File: config.mk
export PLATFORM = sky130hd
export DESIGN_NAME = cjk_whitespace_joiner_flat
export DESIGN_NICKNAME = d
export VERILOG_FILES = /design/src/hdl/cjkwj_pkg.sv /design/src/hdl/cjkwj_channels.sv /design/src/hdl/cjkwj_datapath.sv /design/src/hdl/cjkwj_control.sv /design/src/hdl/cjk_whitespace_joiner.sv /design/src/flat_wrapper.sv
export VERILOG_INCLUDE_DIRS = /design/src /design/src/hdl
export SDC_FILE = /design/constraint.sdc
export NUM_CORES = 1
export LEC_CHECK = 0
export BUFFER_PORTS_ARGS = -buffer_cell sky130_fd_sc_hd__buf_2
export CORE_ASPECT_RATIO = 1.5
export CORE_UTILIZATION = 60
export DETAILED_ROUTE_END_ITERATION = 10
export PLACE_DENSITY = 0.79
export SYNTH_ARGS = -nofsm -noshare
export SYNTH_HDL_FRONTEND = slang
export SYNTH_SLANG_ARGS = --single-unit
File: constraint.sdc
create_clock -name clock -period 6.1 [get_ports clock]
set_input_delay 1.22 -clock clock [delete_from_list [all_inputs] [get_ports clock]]
set_output_delay 1.22 -clock clock [all_outputs]
set_load 0.01 [all_outputs]
File: src/hdl/assert_macros.svh
// Assertion macros shared by the RTL. Define NO_ASSERTIONS to compile them away.
`ifndef ASSERT_MACROS_SVH
`define ASSERT_MACROS_SVH

`ifndef NO_ASSERTIONS

// The consequent must hold in the same cycle as the antecedent.
`define ASSERT_IMPLY(label, clk, rst, ante, cons, msg) \
   label: assert property (@(posedge clk) disable iff (rst) (ante) |-> (cons)) \
      else $error(msg);

// The consequent must hold in the cycle after the antecedent.
`define ASSERT_NEXT(label, clk, rst, ante, cons, msg) \
   label: assert property (@(posedge clk) disable iff (rst) (ante) |=> (cons)) \
      else $error(msg);

`else

`define ASSERT_IMPLY(label, clk, rst, ante, cons, msg)
`define ASSERT_NEXT(label, clk, rst, ante, cons, msg)

`endif

`endif

File: src/hdl/cjkwj_pkg.sv
`timescale 1ns / 1ps
`default_nettype none

package cjkwj_pkg;

   localparam int UNIT_W = 16;

   // Two-bit codes kept in the run store.
   localparam logic [1:0] WS_SPACE = 2'd0;
   localparam logic [1:0] WS_TAB   = 2'd1;
   localparam logic [1:0] WS_CR    = 2'd2;
   localparam logic [1:0] WS_LF    = 2'd3;

   localparam logic [UNIT_W-1:0] UNIT_SPACE = 16'h0020;
   localparam logic [UNIT_W-1:0] UNIT_TAB   = 16'h0009;
   localparam logic [UNIT_W-1:0] UNIT_CR    = 16'h000D;
   localparam logic [UNIT_W-1:0] UNIT_LF    = 16'h000A;

   localparam logic [UNIT_W-1:0] CJK_A_LO   = 16'h3400;
   localparam logic [UNIT_W-1:0] CJK_A_HI   = 16'h9FFF;
   localparam logic [UNIT_W-1:0] CJK_B_LO   = 16'hF900;
   localparam logic [UNIT_W-1:0] CJK_B_HI   = 16'hFAFF;
   localparam logic [20:0]       CJK_C_LO   = 21'h20000;
   localparam logic [20:0]       CJK_C_HI   = 21'h323AF;
   localparam logic [20:0]       SUPP_BASE  = 21'h10000;
   localparam logic [UNIT_W-1:0] HIGH_LO    = 16'hD800;
   localparam logic [UNIT_W-1:0] HIGH_HI    = 16'hDBFF;
   localparam logic [UNIT_W-1:0] LOW_LO     = 16'hDC00;
   localparam logic [UNIT_W-1:0] LOW_HI     = 16'hDFFF;

   // Where the next result unit comes from.
   typedef enum logic [1:0] {
      SRC_RUN,
      SRC_HIGH,
      SRC_UNIT
   } src_type;

   typedef struct packed {
      logic    accept;    // request taken this cycle
      logic    emit;      // load the result register
      src_type src;
      logic    last;      // final result of the request
      logic    wr_pend;   // commit the deferred run store write
   } cmd_type;

   typedef struct packed {
      logic plan_run;
      logic plan_high;
      logic plan_unit;
      logic run_last;
      logic out_free;
   } status_type;

   function automatic logic is_ws(input logic [UNIT_W-1:0] u);
      return (u == UNIT_SPACE) || (u == UNIT_TAB) || (u == UNIT_CR) || (u == UNIT_LF);
   endfunction

   function automatic logic [1:0] ws_code(input logic [UNIT_W-1:0] u);
      logic [1:0] code;
      case (u)
         UNIT_TAB: code = WS_TAB;
         UNIT_CR:  code = WS_CR;
         UNIT_LF:  code = WS_LF;
         default:  code = WS_SPACE;
      endcase
      return code;
   endfunction

   function automatic logic [UNIT_W-1:0] ws_unit(input logic [1:0] code);
      logic [UNIT_W-1:0] u;
      case (code)
         WS_SPACE: u = UNIT_SPACE;
         WS_TAB:   u = UNIT_TAB;
         WS_CR:    u = UNIT_CR;
         default:  u = UNIT_LF;
      endcase
      return u;
   endfunction

   function automatic logic is_high(input logic [UNIT_W-1:0] u);
      return (u >= HIGH_LO) && (u <= HIGH_HI);
   endfunction

   function automatic logic is_low(input logic [UNIT_W-1:0] u);
      return (u >= LOW_LO) && (u <= LOW_HI);
   endfunction

   function automatic logic is_cjk_bmp(input logic [UNIT_W-1:0] u);
      return ((u >= CJK_A_LO) && (u <= CJK_A_HI)) || ((u >= CJK_B_LO) && (u <= CJK_B_HI));
   endfunction

   // The high unit is always a high surrogate here, so its offset is its low ten bits.
   function automatic logic pair_is_cjk(input logic [UNIT_W-1:0] hi,
                                        input logic [UNIT_W-1:0] lo);
      logic [20:0] cp;
      cp = SUPP_BASE + {1'b0, hi[9:0], lo[9:0]};
      return (cp >= CJK_C_LO) && (cp <= CJK_C_HI);
   endfunction

endpackage

`default_nettype wire

File: src/hdl/cjkwj_channels.sv
`timescale 1ns / 1ps
`default_nettype none

interface cjkwj_req_if;
   logic        valid;
   logic        ready;
   logic [15:0] code_unit;
   logic        page_end;

   modport source (output valid, output code_unit, output page_end, input ready);
   modport sink (input valid, input code_unit, input page_end, output ready);
endinterface

interface cjkwj_rsp_if;
   logic        valid;
   logic        ready;
   logic [15:0] out_unit;
   logic        last_of_item;
   logic        page_done;
   logic        run_truncated;

   modport source (output valid, output out_unit, output last_of_item, output page_done,
                   output run_truncated, input ready);
   modport sink (input valid, input out_unit, input last_of_item, input page_done,
                 input run_truncated, output ready);
endinterface

`default_nettype wire

File: src/hdl/cjkwj_datapath.sv
`timescale 1ns / 1ps
`default_nettype none

module cjkwj_datapath #(
   parameter int RUN_DEPTH = 32
) (
   input  wire logic                clock,
   input  wire logic                reset,
   input  wire logic [15:0]         req_code_unit,
   input  wire logic                req_page_end,
   input  wire cjkwj_pkg::cmd_type  cmd,
   output cjkwj_pkg::status_type    status,
   input  wire logic                rsp_ready,
   output logic                     rsp_valid,
   output logic [15:0]              rsp_out_unit,
   output logic                     rsp_last_of_item,
   output logic                     rsp_page_done,
   output logic                     rsp_run_truncated
);

   localparam int CNT_W = $clog2(RUN_DEPTH + 1);
   localparam int IDX_W = (RUN_DEPTH > 1) ? $clog2(RUN_DEPTH) : 1;

   // Page state.
   logic             prev_cjk_ff, prev_cjk_in;
   logic [CNT_W-1:0] count_ff, count_in;
   logic             held_valid_ff, held_valid_in;
   logic [15:0]      held_unit_ff, held_unit_in;
   logic             pair_ff, pair_in;
   logic             ovf_ff, ovf_in;
   logic             pend_ff, pend_in;
   logic [1:0]       pend_code_ff, pend_code_in;

   // Per-request emission context.
   logic [CNT_W-1:0] run_len_ff;
   logic [IDX_W-1:0] idx_ff;
   logic [15:0]      high_out_ff;
   logic [15:0]      unit_out_ff;
   logic             end_ff;
   logic             trunc_ff;

   logic [1:0]       store_mem [RUN_DEPTH];
   logic [1:0]       rd_data_ff;
   logic [IDX_W-1:0] rd_addr;
   logic             wr_en;
   logic [IDX_W-1:0] wr_addr;
   logic [1:0]       wr_code;

   logic             out_valid_ff;
   logic [15:0]      out_unit_ff;
   logic             out_last_ff, out_done_ff, out_trunc_ff;

   logic             plan_run, plan_high, plan_unit, trunc;
   logic             store_wr;
   logic             u_ws, u_high, u_low, u_cjk, p_cjk, c_nz, room;
   logic [15:0]      sel_unit;

   always_comb begin
      u_ws   = cjkwj_pkg::is_ws(req_code_unit);
      u_high = cjkwj_pkg::is_high(req_code_unit);
      u_low  = cjkwj_pkg::is_low(req_code_unit);
      u_cjk  = cjkwj_pkg::is_cjk_bmp(req_code_unit);
      p_cjk  = cjkwj_pkg::pair_is_cjk(held_unit_ff, req_code_unit);
      c_nz   = (count_ff != '0);
      room   = (count_ff < CNT_W'(RUN_DEPTH));

      prev_cjk_in   = prev_cjk_ff;
      count_in      = count_ff;
      held_valid_in = held_valid_ff;
      held_unit_in  = held_unit_ff;
      pair_in       = pair_ff;
      ovf_in        = ovf_ff;
      pend_in       = pend_ff;
      pend_code_in  = pend_code_ff;
      plan_run      = 1'b0;
      plan_high     = 1'b0;
      plan_unit     = 1'b0;
      trunc         = 1'b0;
      store_wr      = 1'b0;

      if (held_valid_ff) begin
         // The held high surrogate is classified by this unit.
         plan_high     = 1'b1;
         held_valid_in = 1'b0;
         trunc         = ovf_ff;
         ovf_in        = 1'b0;
         pair_in       = 1'b0;
         count_in      = '0;
         if (u_low) begin
            plan_run    = !(prev_cjk_ff && p_cjk);
            plan_unit   = 1'b1;
            prev_cjk_in = p_cjk;
         end else begin
            plan_run = 1'b1;
            if (u_ws && !req_page_end) begin
               // A new run starts; its first entry is written after the old run is read.
               count_in     = CNT_W'(1);
               pend_in      = 1'b1;
               pend_code_in = cjkwj_pkg::ws_code(req_code_unit);
               prev_cjk_in  = 1'b0;
            end else begin
               plan_unit = 1'b1;
               if (u_high) begin
                  pair_in      = 1'b1;
                  held_unit_in = req_code_unit;
                  prev_cjk_in  = 1'b0;
               end else if (u_ws) begin
                  prev_cjk_in = 1'b0;
               end else begin
                  prev_cjk_in = u_cjk;
               end
            end
         end
      end else if (u_ws) begin
         pair_in = 1'b0;
         if (room) begin
            store_wr = 1'b1;
            count_in = count_ff + CNT_W'(1);
         end else begin
            ovf_in = 1'b1;
         end
         if (req_page_end) begin
            plan_run  = 1'b1;
            plan_unit = room;
            trunc     = ovf_ff || !room;
         end
      end else if (c_nz) begin
         trunc = ovf_ff;
         if (u_high && !req_page_end) begin
            held_valid_in = 1'b1;
            held_unit_in  = req_code_unit;
         end else begin
            plan_run    = u_high || !(prev_cjk_ff && u_cjk);
            plan_unit   = 1'b1;
            prev_cjk_in = u_cjk && !u_high;
            pair_in     = 1'b0;
            count_in    = '0;
            ovf_in      = 1'b0;
         end
      end else begin
         plan_unit = 1'b1;
         if (pair_ff && u_low) begin
            prev_cjk_in = p_cjk;
            pair_in     = 1'b0;
         end else if (u_high) begin
            pair_in      = 1'b1;
            held_unit_in = req_code_unit;
            prev_cjk_in  = 1'b0;
         end else begin
            pair_in     = 1'b0;
            prev_cjk_in = u_cjk;
         end
      end

      if (req_page_end) begin
         count_in      = '0;
         ovf_in        = 1'b0;
         prev_cjk_in   = 1'b0;
         pair_in       = 1'b0;
         held_valid_in = 1'b0;
      end

      if (cmd.wr_pend) begin
         pend_in = 1'b0;
      end
   end

   assign status.plan_run  = plan_run && c_nz;
   assign status.plan_high = plan_high;
   assign status.plan_unit = plan_unit;
   assign status.run_last  = (CNT_W'(idx_ff) == run_len_ff - CNT_W'(1));
   assign status.out_free  = !out_valid_ff || rsp_ready;

   // One write port: new run entries at accept, the deferred first entry later.
   always_comb begin
      wr_en   = (cmd.accept && store_wr) || (cmd.wr_pend && pend_ff);
      wr_addr = cmd.accept ? count_ff[IDX_W-1:0] : '0;
      wr_code = cmd.accept ? cjkwj_pkg::ws_code(req_code_unit) : pend_code_ff;
   end

   always_comb begin
      if (cmd.accept) begin
         rd_addr = '0;
      end else if (cmd.emit && (cmd.src == cjkwj_pkg::SRC_RUN)) begin
         rd_addr = idx_ff + IDX_W'(1);
      end else begin
         rd_addr = idx_ff;
      end
   end

   always_ff @(posedge clock) begin
      if (wr_en) begin
         store_mem[wr_addr] <= wr_code;
      end
      rd_data_ff <= store_mem[rd_addr];
   end

   always_comb begin
      case (cmd.src)
         cjkwj_pkg::SRC_RUN:  sel_unit = cjkwj_pkg::ws_unit(rd_data_ff);
         cjkwj_pkg::SRC_HIGH: sel_unit = high_out_ff;
         default:             sel_unit = unit_out_ff;
      endcase
   end

   always_ff @(posedge clock) begin
      if (reset) begin
         prev_cjk_ff   <= 1'b0;
         count_ff      <= '0;
         held_valid_ff <= 1'b0;
         held_unit_ff  <= '0;
         pair_ff       <= 1'b0;
         ovf_ff        <= 1'b0;
         pend_ff       <= 1'b0;
         out_valid_ff  <= 1'b0;
      end else begin
         if (cmd.accept) begin
            prev_cjk_ff   <= prev_cjk_in;
            count_ff      <= count_in;
            held_valid_ff <= held_valid_in;
            held_unit_ff  <= held_unit_in;
            pair_ff       <= pair_in;
            ovf_ff        <= ovf_in;
            pend_ff       <= pend_in;
         end else if (cmd.wr_pend) begin
            pend_ff <= 1'b0;
         end
         if (cmd.emit) begin
            out_valid_ff <= 1'b1;
         end else if (rsp_ready) begin
            out_valid_ff <= 1'b0;
         end
      end
   end

   always_ff @(posedge clock) begin
      if (cmd.accept) begin
         pend_code_ff <= pend_code_in;
         run_len_ff   <= count_ff;
         idx_ff       <= '0;
         high_out_ff  <= held_unit_ff;
         unit_out_ff  <= req_code_unit;
         end_ff       <= req_page_end;
         trunc_ff     <= trunc;
      end else if (cmd.emit && (cmd.src == cjkwj_pkg::SRC_RUN)) begin
         idx_ff <= idx_ff + IDX_W'(1);
      end
      if (cmd.emit) begin
         out_unit_ff  <= sel_unit;
         out_last_ff  <= cmd.last;
         out_done_ff  <= cmd.last && end_ff;
         out_trunc_ff <= trunc_ff;
      end
   end

   assign rsp_valid         = out_valid_ff;
   assign rsp_out_unit      = out_unit_ff;
   assign rsp_last_of_item  = out_last_ff;
   assign rsp_page_done     = out_done_ff;
   assign rsp_run_truncated = out_trunc_ff;

endmodule

`default_nettype wire

File: src/hdl/cjkwj_control.sv
`timescale 1ns / 1ps
`default_nettype none

module cjkwj_control (
   input  wire logic                   clock,
   input  wire logic                   reset,
   input  wire logic                   req_valid,
   output logic                        req_ready,
   input  wire cjkwj_pkg::status_type  status,
   output cjkwj_pkg::cmd_type          cmd
);

   typedef enum logic [1:0] {
      ST_IDLE,
      ST_RUN,
      ST_HIGH,
      ST_UNIT
   } state_type;

   state_type state_ff, state_in;
   logic      high_ff, high_in;
   logic      unit_ff, unit_in;
   logic      accept;

   assign req_ready = (state_ff == ST_IDLE);
   assign accept    = req_valid && req_ready;

   always_comb begin
      state_in    = state_ff;
      high_in     = high_ff;
      unit_in     = unit_ff;
      cmd.accept  = accept;
      cmd.emit    = 1'b0;
      cmd.src     = cjkwj_pkg::SRC_UNIT;
      cmd.last    = 1'b0;
      cmd.wr_pend = 1'b0;
      unique case (state_ff)
         ST_IDLE: begin
            if (accept) begin
               high_in = status.plan_high;
               unit_in = status.plan_unit;
               if (status.plan_run) begin
                  state_in = ST_RUN;
               end else if (status.plan_high) begin
                  state_in = ST_HIGH;
               end else if (status.plan_unit) begin
                  state_in = ST_UNIT;
               end
            end
         end
         ST_RUN: begin
            cmd.src = cjkwj_pkg::SRC_RUN;
            if (status.out_free) begin
               cmd.emit = 1'b1;
               cmd.last = status.run_last && !high_ff && !unit_ff;
               if (status.run_last) begin
                  if (high_ff) begin
                     state_in = ST_HIGH;
                  end else if (unit_ff) begin
                     state_in = ST_UNIT;
                  end else begin
                     state_in = ST_IDLE;
                  end
               end
            end
         end
         ST_HIGH: begin
            // The old run has been read out, so a deferred entry can go in now.
            cmd.src     = cjkwj_pkg::SRC_HIGH;
            cmd.wr_pend = 1'b1;
            if (status.out_free) begin
               cmd.emit = 1'b1;
               cmd.last = !unit_ff;
               state_in = unit_ff ? ST_UNIT : ST_IDLE;
            end
         end
         ST_UNIT: begin
            cmd.src = cjkwj_pkg::SRC_UNIT;
            if (status.out_free) begin
               cmd.emit = 1'b1;
               cmd.last = 1'b1;
               state_in = ST_IDLE;
            end
         end
         default: begin
            state_in = ST_IDLE;
         end
      endcase
   end

   always_ff @(posedge clock) begin
      if (reset) begin
         state_ff <= ST_IDLE;
         high_ff  <= 1'b0;
         unit_ff  <= 1'b0;
      end else begin
         state_ff <= state_in;
         high_ff  <= high_in;
         unit_ff  <= unit_in;
      end
   end

endmodule

`default_nettype wire

File: src/hdl/cjk_whitespace_joiner.sv
`timescale 1ns / 1ps
`default_nettype none
`include "assert_macros.svh"

// Joins CJK text split by whitespace in a stream of UTF-16 code units. A run of
// space, tab, CR or LF is held in a RUN_DEPTH-entry run store and dropped when
// the code points on both sides of it are CJK (surrogate pairs count as one code
// point); otherwise it is replayed in order ahead of the unit that ended it. A
// high surrogate after a run waits for the next request. At page end everything
// held is flushed. Units beyond RUN_DEPTH in one run are lost and run_truncated
// marks every result of the request that resolves that run. A request is taken
// only while the controller is idle and yields from 0 to RUN_DEPTH + 2 results;
// no new request is taken until its last result is loaded. Replayed whitespace
// streams from the run store's registered read port at one unit per cycle while
// the result side keeps up. The result register lets the last result of a
// request wait while the next request is taken.

module cjk_whitespace_joiner #(
   parameter int RUN_DEPTH = 32
) (
   input wire logic   clock,
   input wire logic   reset,
   cjkwj_req_if.sink   req_ch,
   cjkwj_rsp_if.source rsp_ch
);

   cjkwj_pkg::cmd_type    ctrl_cmd;
   cjkwj_pkg::status_type dp_status;
   logic                  req_ready;

   cjkwj_control u_control (
      .clock     (clock),
      .reset     (reset),
      .req_valid (req_ch.valid),
      .req_ready (req_ready),
      .status    (dp_status),
      .cmd       (ctrl_cmd)
   );

   cjkwj_datapath #(
      .RUN_DEPTH (RUN_DEPTH)
   ) u_datapath (
      .clock             (clock),
      .reset             (reset),
      .req_code_unit     (req_ch.code_unit),
      .req_page_end      (req_ch.page_end),
      .cmd               (ctrl_cmd),
      .status            (dp_status),
      .rsp_ready         (rsp_ch.ready),
      .rsp_valid         (rsp_ch.valid),
      .rsp_out_unit      (rsp_ch.out_unit),
      .rsp_last_of_item  (rsp_ch.last_of_item),
      .rsp_page_done     (rsp_ch.page_done),
      .rsp_run_truncated (rsp_ch.run_truncated)
   );

   assign req_ch.ready = req_ready;

   // A result is only loaded when the result register has room.
   `ASSERT_IMPLY(a_emit_has_room, clock, reset, ctrl_cmd.emit, dp_status.out_free,
                 "result loaded over a waiting result")
   // No request is taken while results of the previous one are still being produced.
   `ASSERT_IMPLY(a_emit_not_idle, clock, reset, ctrl_cmd.emit, !req_ready,
                 "result produced while the controller is idle")
   // After the final result of a request the controller is ready again.
   `ASSERT_NEXT(a_last_then_ready, clock, reset, ctrl_cmd.emit && ctrl_cmd.last, req_ready,
                "controller did not return to idle after the final result")

endmodule

`default_nettype wire

File: src/flat_wrapper.sv
// flat-port wrapper written by rule: the top's interface ports become plain ports
module cjk_whitespace_joiner_flat 
#(
   parameter int RUN_DEPTH = 32
)
  (clock, reset, req_ch_valid, req_ch_code_unit, req_ch_page_end, req_ch_ready, rsp_ch_valid, rsp_ch_out_unit, rsp_ch_last_of_item, rsp_ch_page_done, rsp_ch_run_truncated, rsp_ch_ready);
  cjkwj_req_if req_ch_i ();
  cjkwj_rsp_if rsp_ch_i ();
  input wire logic clock;
  input wire logic reset;
  input wire logic [$bits(req_ch_i.valid)-1:0] req_ch_valid;
  input wire logic [$bits(req_ch_i.code_unit)-1:0] req_ch_code_unit;
  input wire logic [$bits(req_ch_i.page_end)-1:0] req_ch_page_end;
  output wire logic [$bits(req_ch_i.ready)-1:0] req_ch_ready;
  output wire logic [$bits(rsp_ch_i.valid)-1:0] rsp_ch_valid;
  output wire logic [$bits(rsp_ch_i.out_unit)-1:0] rsp_ch_out_unit;
  output wire logic [$bits(rsp_ch_i.last_of_item)-1:0] rsp_ch_last_of_item;
  output wire logic [$bits(rsp_ch_i.page_done)-1:0] rsp_ch_page_done;
  output wire logic [$bits(rsp_ch_i.run_truncated)-1:0] rsp_ch_run_truncated;
  input wire logic [$bits(rsp_ch_i.ready)-1:0] rsp_ch_ready;
  assign req_ch_i.valid = req_ch_valid;
  assign req_ch_i.code_unit = req_ch_code_unit;
  assign req_ch_i.page_end = req_ch_page_end;
  assign req_ch_ready = req_ch_i.ready;
  assign rsp_ch_valid = rsp_ch_i.valid;
  assign rsp_ch_out_unit = rsp_ch_i.out_unit;
  assign rsp_ch_last_of_item = rsp_ch_i.last_of_item;
  assign rsp_ch_page_done = rsp_ch_i.page_done;
  assign rsp_ch_run_truncated = rsp_ch_i.run_truncated;
  assign rsp_ch_i.ready = rsp_ch_ready;
  cjk_whitespace_joiner #(.RUN_DEPTH(RUN_DEPTH)) u_core (.clock(clock), .reset(reset), .req_ch(req_ch_i), .rsp_ch(rsp_ch_i));
endmodule
==> summary.md, run 1 <==
| Metric | Value |
|---|---|
| Antenna cell count | `0` |
| Peak supply drop | `0.2924 mV` |
| Pwr dens | `392.7 mW/mm²` |
| Max Fclk | `277.6 MHz` |
| Io pins | `42` |
| Sequential-to-total area share from yosys stat | `59.76%` |
| Post-CTS setup buffer count | `0` |
| Max FO, Critical Path | `30` |
| Max Cap Violations | `0` |
| Critical Path AT | `3900 ps` |
| Inst Count DP | `835` |
| Vias | `5486` |
| CTS H-tree lvls | `4` |
| Yosys reg bits | `164` |
| Max-slew headroom | `20.57%` |
| Placed inst area | `0.007840 mm²` |
| Final GP Congestion | `0.9424` |
| HPWL after DPL | `12590 µm` |
| Die Area | `0.01311 mm²` |
| Crit end category | `flop` |
| DRC errors left | `2` |
| Initial antenna violation count | `0` |
| Root Buffer | `clkbuf_16` |
| Gr ovfl total | `0` |
| Setup TNS | `0 ps` |
| Worst min path class | `flop to flop` |
| Max-slew violations | `0` |
| Synth top area share | `49.47%` |
| Leakage power | `3.007 nW` |
| Clock Latency Late Sink | `430 ps` |
| Final Cell Area | `0.008431 mm²` |
| Port Buffer Count | `41` |
| EDFF count, synth | `125` |
| Largest cells by area after synthesis | `edfxtp_1 (49%), dfxtp_1 (10%), nor2_1 (3.7%)` |
| Share of layout cells above drive strength 1 | `13.50%` |
| Syn Nets | `702` |
| Worst EP required | `6400 ps` |
| Synth area leader | `edfxtp_1` |
| Synth Instances | `665` |
| TritonRoute pass-1 iters | `9` |
| Routed WL per cell | `20.47 µm` |
| Vias in the first global route | `5444` |
| Final Hold Fails | `0` |
| Fin crit share | `59.05%` |
| Final worst slack | `2498 ps` |
| Die X | `93.82 µm` |
| Layout Nets | `735` |
| Core area | `0.01239 mm²` |
| Status | `finished, violations left` |
| Synth async-reset ratio | `0%` |
| ANT nets after route | `0` |
| # hold bufs at CTS | `0` |
| Setup Crit Path Kind | `flop to flop` |
| Initial Utilization | `61.25%` |
| Final wirelength | `17750 µm` |
| Via-to-Cell Ratio | `6.328` |
| Post-CTS resize count | `0` |
| Cell Count, Final, Fillers Out | `867` |
| 1st-iter DRT viols | `405` |
| GRT Total Usage | `29.05%` |
| Area Overhead vs Synth | `11.11%` |
| First-pass GRT wire length | `27920 µm` |
| Largest net degree at the start of global routing | `35` |
| Synthesized cell area | `0.007587 mm²` |
| Failing checks | `design-rule violations` |
| Tmin final | `3602 ps` |
| Distinct cells, synth | `65` |
| Total clock sinks | `164` |
| RSZ-0062 raised after global routing | `no` |
| Worst slew pin tran | `1192 ps` |
| Synth warn | `0` |
| Total CTS buffers | `17` |
| Die height | `139.7 µm` |
| Bufs on Longest Clock Path | `2` |
| CTS tree | `built` |
| Syn avg cell area | `11.41 µm²` |
| Final setup vio count | `0` |
| Ys flop type | `edfxtp_1` |
| CP Launch Type | `flop` |
| Worst Skew | `9.744 ps` |
| Rows | `50` |
| CTS clock-pin slew for the worst setup and hold paths | `70 ps` |
| Dpl ws | `2214 ps` |
-- final timing paths --
| check | from | endpoint | slack [ps] | cells past startpoint |
|---|---|---|---|---|
| worst max-delay path | u_core.u_control.state_ff[0] | u_core.u_datapath.rd_data_ff[1] | 2500 | 12 |
| worst min-delay path | u_core.u_datapath.trunc_ff | u_core.u_datapath.rsp_run_truncated | 430 | 0 |
| worst max register to register | u_core.u_control.state_ff[0] | u_core.u_datapath.rd_data_ff[1] | 2500 | 12 |
| worst min register to register | u_core.u_datapath.trunc_ff | u_core.u_datapath.rsp_run_truncated | 430 | 0 |
-- through the flow --
step | hold slack (ps) | utilization [%] | power [mW]
6_report | 433.7 | 68.06 | 3.311
5_1_grt | 453.1 | 68.06 | 3.446
4_1_cts | 431.7 | 68.06 | 3.316
3_5_place_dp | 409.0 | 63.29 | 2.265
3_3_place_gp | 406.5 | 63.29 | 2.239
2_1_floorplan | 400.0 | - | 2.020
-- synth_stat cells, types with 3 or more instances --
library cell,n
nor4_1,5
nor2_1,75
a31oi_1,8
and3_1,11
o2111ai_1,8
a22oi_1,5
buf_6,4
nor2b_1,7
o211ai_1,8
a221oi_1,5
xor2_1,3
xnor2_1,8
or3_1,7
and2_1,15
nand2_1,42
and3b_1,3
o31ai_1,5
a21oi_1,32
dfxtp_1,39
o21ai_1,7
ha_1,16
nand4_1,9
nand3b_1,3
buf_2,7
nor3b_1,3
a311oi_1,6
nor3_1,11
o21ai_0,29
mux2i_1,26
nand2b_1,4
a211oi_1,3
edfxtp_1,125
clkbuf_1,14
nand3_1,39
a32oi_1,3
buf_4,4
inv_1,33
-- cells in the final DEF, fill, tap and decap left out, types with 15 or more instances in the layout --
cell type / n
edfxtp_1: 125
nor2_1: 75
nand2_1: 42
buf_2: 41
nand3_1: 39
dfxtp_1: 39
inv_1: 33
a21oi_1: 32
o21ai_0: 29
mux2i_1: 26
clkbuf_16: 17
ha_1: 16
and2_1: 15
-- critical path, cell delays in order, from the launching register on --
cell and delay, ps:
dfxtp_1 350, inv_1 120, ha_1 550, nand2_1 100, buf_4 250, inv_2 450, nor2_1 160, mux2i_4 390
inv_2 300, mux2i_1 300, o2111ai_1 130, a32oi_1 240, a211oi_1 100
-- final cells by class --
cell class | count | area (µm²)
fillers | 885 | 3956
inverters | 36 | 136.4
clock buffers | 18 | 429.2
clock inverters | 14 | 161.4
well taps | 156 | 195.2
repair buffers | 43 | 220.2
multi-input cells | 436 | 2754
flip-flops and latches | 164 | 4534
-- cell families (layout without fill, tap and decap cells) --
logic type                 Yosys count  in the layout  share of synthesized area [%]
AOI/OAI and AO/OA                  134            134                          11.81
buffers and inverters               65            111                          3.941
DFF                                164            164                          59.76
adders and majority gates           16             16                          2.638
xor gates and xnor gates            12             12                          1.484
muxes                               29             29                          4.024
and+or+nand+nor                    245            245                          16.34
-- report_power, final --
| group | internal [mW] | leakage (nW) | switching [mW] | total (mW) |
|---|---|---|---|---|
| clock | 0.583 | 0.284 | 0.474 | 1.06 |
| sequential | 1.39 | 1.50 | 0.0704 | 1.46 |
| combinational | 0.257 | 1.23 | 0.541 | 0.798 |
| total | 2.23 | 3.01 | 1.09 | 3.31 |
-- routing by layer --
layer / vias up / GRT usage [%] / part of all wire, %
met4: 0 / 17.65 / 5.7
met1: 2656 / 29.90 / 35
met2: 236 / 53.02 / 55
met3: 68 / 5.410 / 4.9
li1: 2526 / - / -
met5: - / 0 / 0
-- sequential cells by signal, summed over array words and instances (netlist names), 2 cells and up --
signal / count
u_core.u_datapath.rd_data_ff: 2
u_core.u_datapath.count_ff: 6
u_core.u_datapath.store_mem: 64
u_core.u_datapath.unit_out_ff: 16
u_core.u_control.state_ff: 2
u_core.u_datapath.rsp_out_unit: 16
u_core.u_datapath.idx_ff: 5
u_core.u_datapath.run_len_ff: 6
u_core.u_datapath.held_unit_ff: 16
u_core.u_datapath.pend_code_ff: 2
u_core.u_datapath.high_out_ff: 16
Note: power is estimated with default switching activity, not from simulation.
==> inputs of run 2 (changes only) <==
--- a/config.mk
+++ b/config.mk
@@ -8,9 +8,9 @@
 export LEC_CHECK = 0
 export BUFFER_PORTS_ARGS = -buffer_cell sky130_fd_sc_hd__buf_2
 export CORE_ASPECT_RATIO = 1.5
-export CORE_UTILIZATION = 60
+export CORE_UTILIZATION = 55
 export DETAILED_ROUTE_END_ITERATION = 10
-export PLACE_DENSITY = 0.79
+export PLACE_DENSITY = 0.76
 export SYNTH_ARGS = -nofsm -noshare
 export SYNTH_HDL_FRONTEND = slang
 export SYNTH_SLANG_ARGS = --single-unit
==> constraint.sdc (replaced) <==
create_clock -name clock -period 3.2 [get_ports clock]
set_input_delay 0.64 -clock clock [delete_from_list [all_inputs] [get_ports clock]]
set_output_delay 0.64 -clock clock [all_outputs]
set_load 0.01 [all_outputs]
==> run 2 against run 1 <==
Against the previous run: the flow still finishes with violations (design-rule violations); critical endpoint is now u_core.u_datapath.rd_data_ff[0]; clock-buffer cell count shrank 1; sequential cell count is the same; total power grew 88%; clock skew shrank 2.7 ps; via count is essentially flat; critical path type unchanged; final cell count grew 2.3%; clock power grew 77%.
==> summary.md, run 2 (same netlist as run 1, synthesis figures left out) <==
| Metric | Value |
|---|---|
| Status | `finished, violations left` |
| Failing checks | `design-rule violations` |
| GRT Total Usage | `25.80%` |
| Final setup vio count | `0` |
| TritonRoute pass-1 iters | `9` |
| Area Overhead vs Synth | `12.05%` |
| Fin util | `63.13%` |
| Post-CTS resize count | `0` |
| Max FFs per register | `64` |
| Gr busiest metal | `met2` |
| Total CTS buffers | `17` |
| Crit end category | `flop` |
| Fin crit share | `91.74%` |
| Setup Crit Path Kind | `flop to flop` |
| CP Launch Type | `flop` |
| Critical-path cell list | `inv_1 > ha_1 > nand2b_4 > or3_4 > mux2i_4 > inv_2 > mux2i_1 > o2111ai_1 > a32oi_1 > a211oi_1` |
| Seq pwr share | `44.5%` |
| CTS tree | `built` |
| Clock power frac | `30.2%` |
| Max-slew violations | `0` |
| Commonest non-fill, non-tap cells in the layout | `edfxtp_1 (125), nor2_1 (75), nand2_1 (42), buf_2 (41)` |
| Worst EP required | `3530 ps` |
| Routed WL per cell | `20.25 µm` |
| Most common cell after layout, fill and taps aside | `edfxtp_1` |
| Setup TNS | `0 ps` |
| Inst Count DP | `855` |
| Port Buffer Count | `41` |
| Met1 Usage GRT | `26.69%` |
| Max-slew headroom | `49.55%` |
| Final wirelength | `17960 µm` |
| Max FO, Critical Path | `21` |
| Final GP Congestion | `0.9589` |
| DRC errors left | `1` |
| Cell Count, Final, Fillers Out | `887` |
| Crit-path max cell delay | `440 ps` |
| Worst Skew | `7.086 ps` |
| Largest net degree at the start of global routing | `34` |
| Vias | `5491` |
| Gr ovfl total | `0` |
| Worst min path class | `flop to flop` |
| Tmin final | `2936 ps` |
| Io pins | `42` |
| Max Fclk | `340.6 MHz` |
| Layout Nets | `749` |
| Worst slew pin tran | `753.0 ps` |
| RSZ-0062 raised after global routing | `no` |
| Via-to-Cell Ratio | `6.191` |
| CP max stage cell | `ha_1` |
| Bufs on Longest Clock Path | `2` |
| CP Buf/Inv Count | `2` |
| Die Area | `0.01428 mm²` |
| Final Hold Fails | `0` |
| Initial Utilization | `56.34%` |
| Share of layout cells above drive strength 1 | `15.17%` |
| Vias in the first global route | `5363` |
| # hold bufs at CTS | `0` |
| Top reg by flops | `u_core.u_datapath.store_mem` |
| Peak supply drop | `0.5747 mV` |
| Initial antenna violation count | `0` |
| 1st-iter DRT viols | `368` |
| Global routing usage on met3 | `4.707%` |
| Die X | `97.90 µm` |
| Critical Path AT | `3270 ps` |
| Pwr dens | `731.2 mW/mm²` |
| First-pass GRT wire length | `27510 µm` |
| Sw frac | `32.62%` |
| Rows | `52` |
| CP top delay family | `compound AO/OA/AOI/OAI gates` |
| Internal | `4.189 mW` |
| Antenna cell count | `0` |
| CTS clock-pin slew for the worst setup and hold paths | `70 ps` |
| HPWL after DPL | `12820 µm` |
| Clock Latency Late Sink | `420 ps` |
| Post-CTS setup buffer count | `0` |
| Die height | `145.9 µm` |
| Fill cell count | `1008` |
| Total clock sinks | `164` |
| Core area | `0.01347 mm²` |
| ANT nets after route | `0` |
| Root Buffer | `clkbuf_16` |
| Combinational share of power | `25.3%` |
| Leakage power | `3.055 nW` |
| Grt met2 use | `46.87%` |
| Max Cap Violations | `0` |
| CTS H-tree lvls | `4` |
| P_sw | `2.028 mW` |
-- run 2: area by class of cell --
type / instances / area [µm²] / share of cell area (%)
Inverter: 36 / 136.4 / 1.604
Timing Repair Buffer: 57 / 325.3 / 3.826
Tap cell: 162 / 202.7 / 2.384
Clock buffer: 17 / 425.4 / 5.004
Sequential cell: 164 / 4534 / 53.33
Clock inverter: 15 / 123.9 / 1.457
Multi-Input combinational cell: 436 / 2754 / 32.39
-- run 2: per-layer routing --
layer | routed length, µm | vias to the layer above
li1 | - | 2560
met5 | 0 | -
met1 | 6374 | 2662
met2 | 9833 | 219
met3 | 810 | 50
met4 | 941 | 0
-- run 2: worst paths after layout --
kind                                start                                  end  slack (ps)  depth (start not counted)
min            u_core.u_datapath.trunc_ff  u_core.u_datapath.rsp_run_truncated         430                          0
max          u_core.u_control.state_ff[1]      u_core.u_datapath.rd_data_ff[0]         260                         10
max reg2reg  u_core.u_control.state_ff[1]      u_core.u_datapath.rd_data_ff[0]         260                         10
min reg2reg    u_core.u_datapath.trunc_ff  u_core.u_datapath.rsp_run_truncated         430                          0
-- run 2: per-stage QoR --
stage | instance area [µm²] | hold slack [ps] | total power, mW | setup WS [ps]
after detailed placement | 7953 | 418.0 | 4.345 | 297.1
after floorplan | 7589 | 400.0 | 3.847 | 392.8
after CTS | 8502 | 428.2 | 6.225 | 259.6
after global routing | 8502 | 428.0 | 6.485 | 51.41
after global placement | 7953 | 406.6 | 4.297 | 441.8
final | 8502 | 426.4 | 6.216 | 264.4
-- run 2: power by group through the flow --
stage	sequential (mW)	clock (mW)	combinational [mW]
CTS	2.77	1.90	1.56
detailed placement	2.80	0	1.54
global placement	2.80	0	1.50
global route	2.79	1.98	1.72
finish	2.77	1.88	1.57
floorplan	2.82	0	1.03
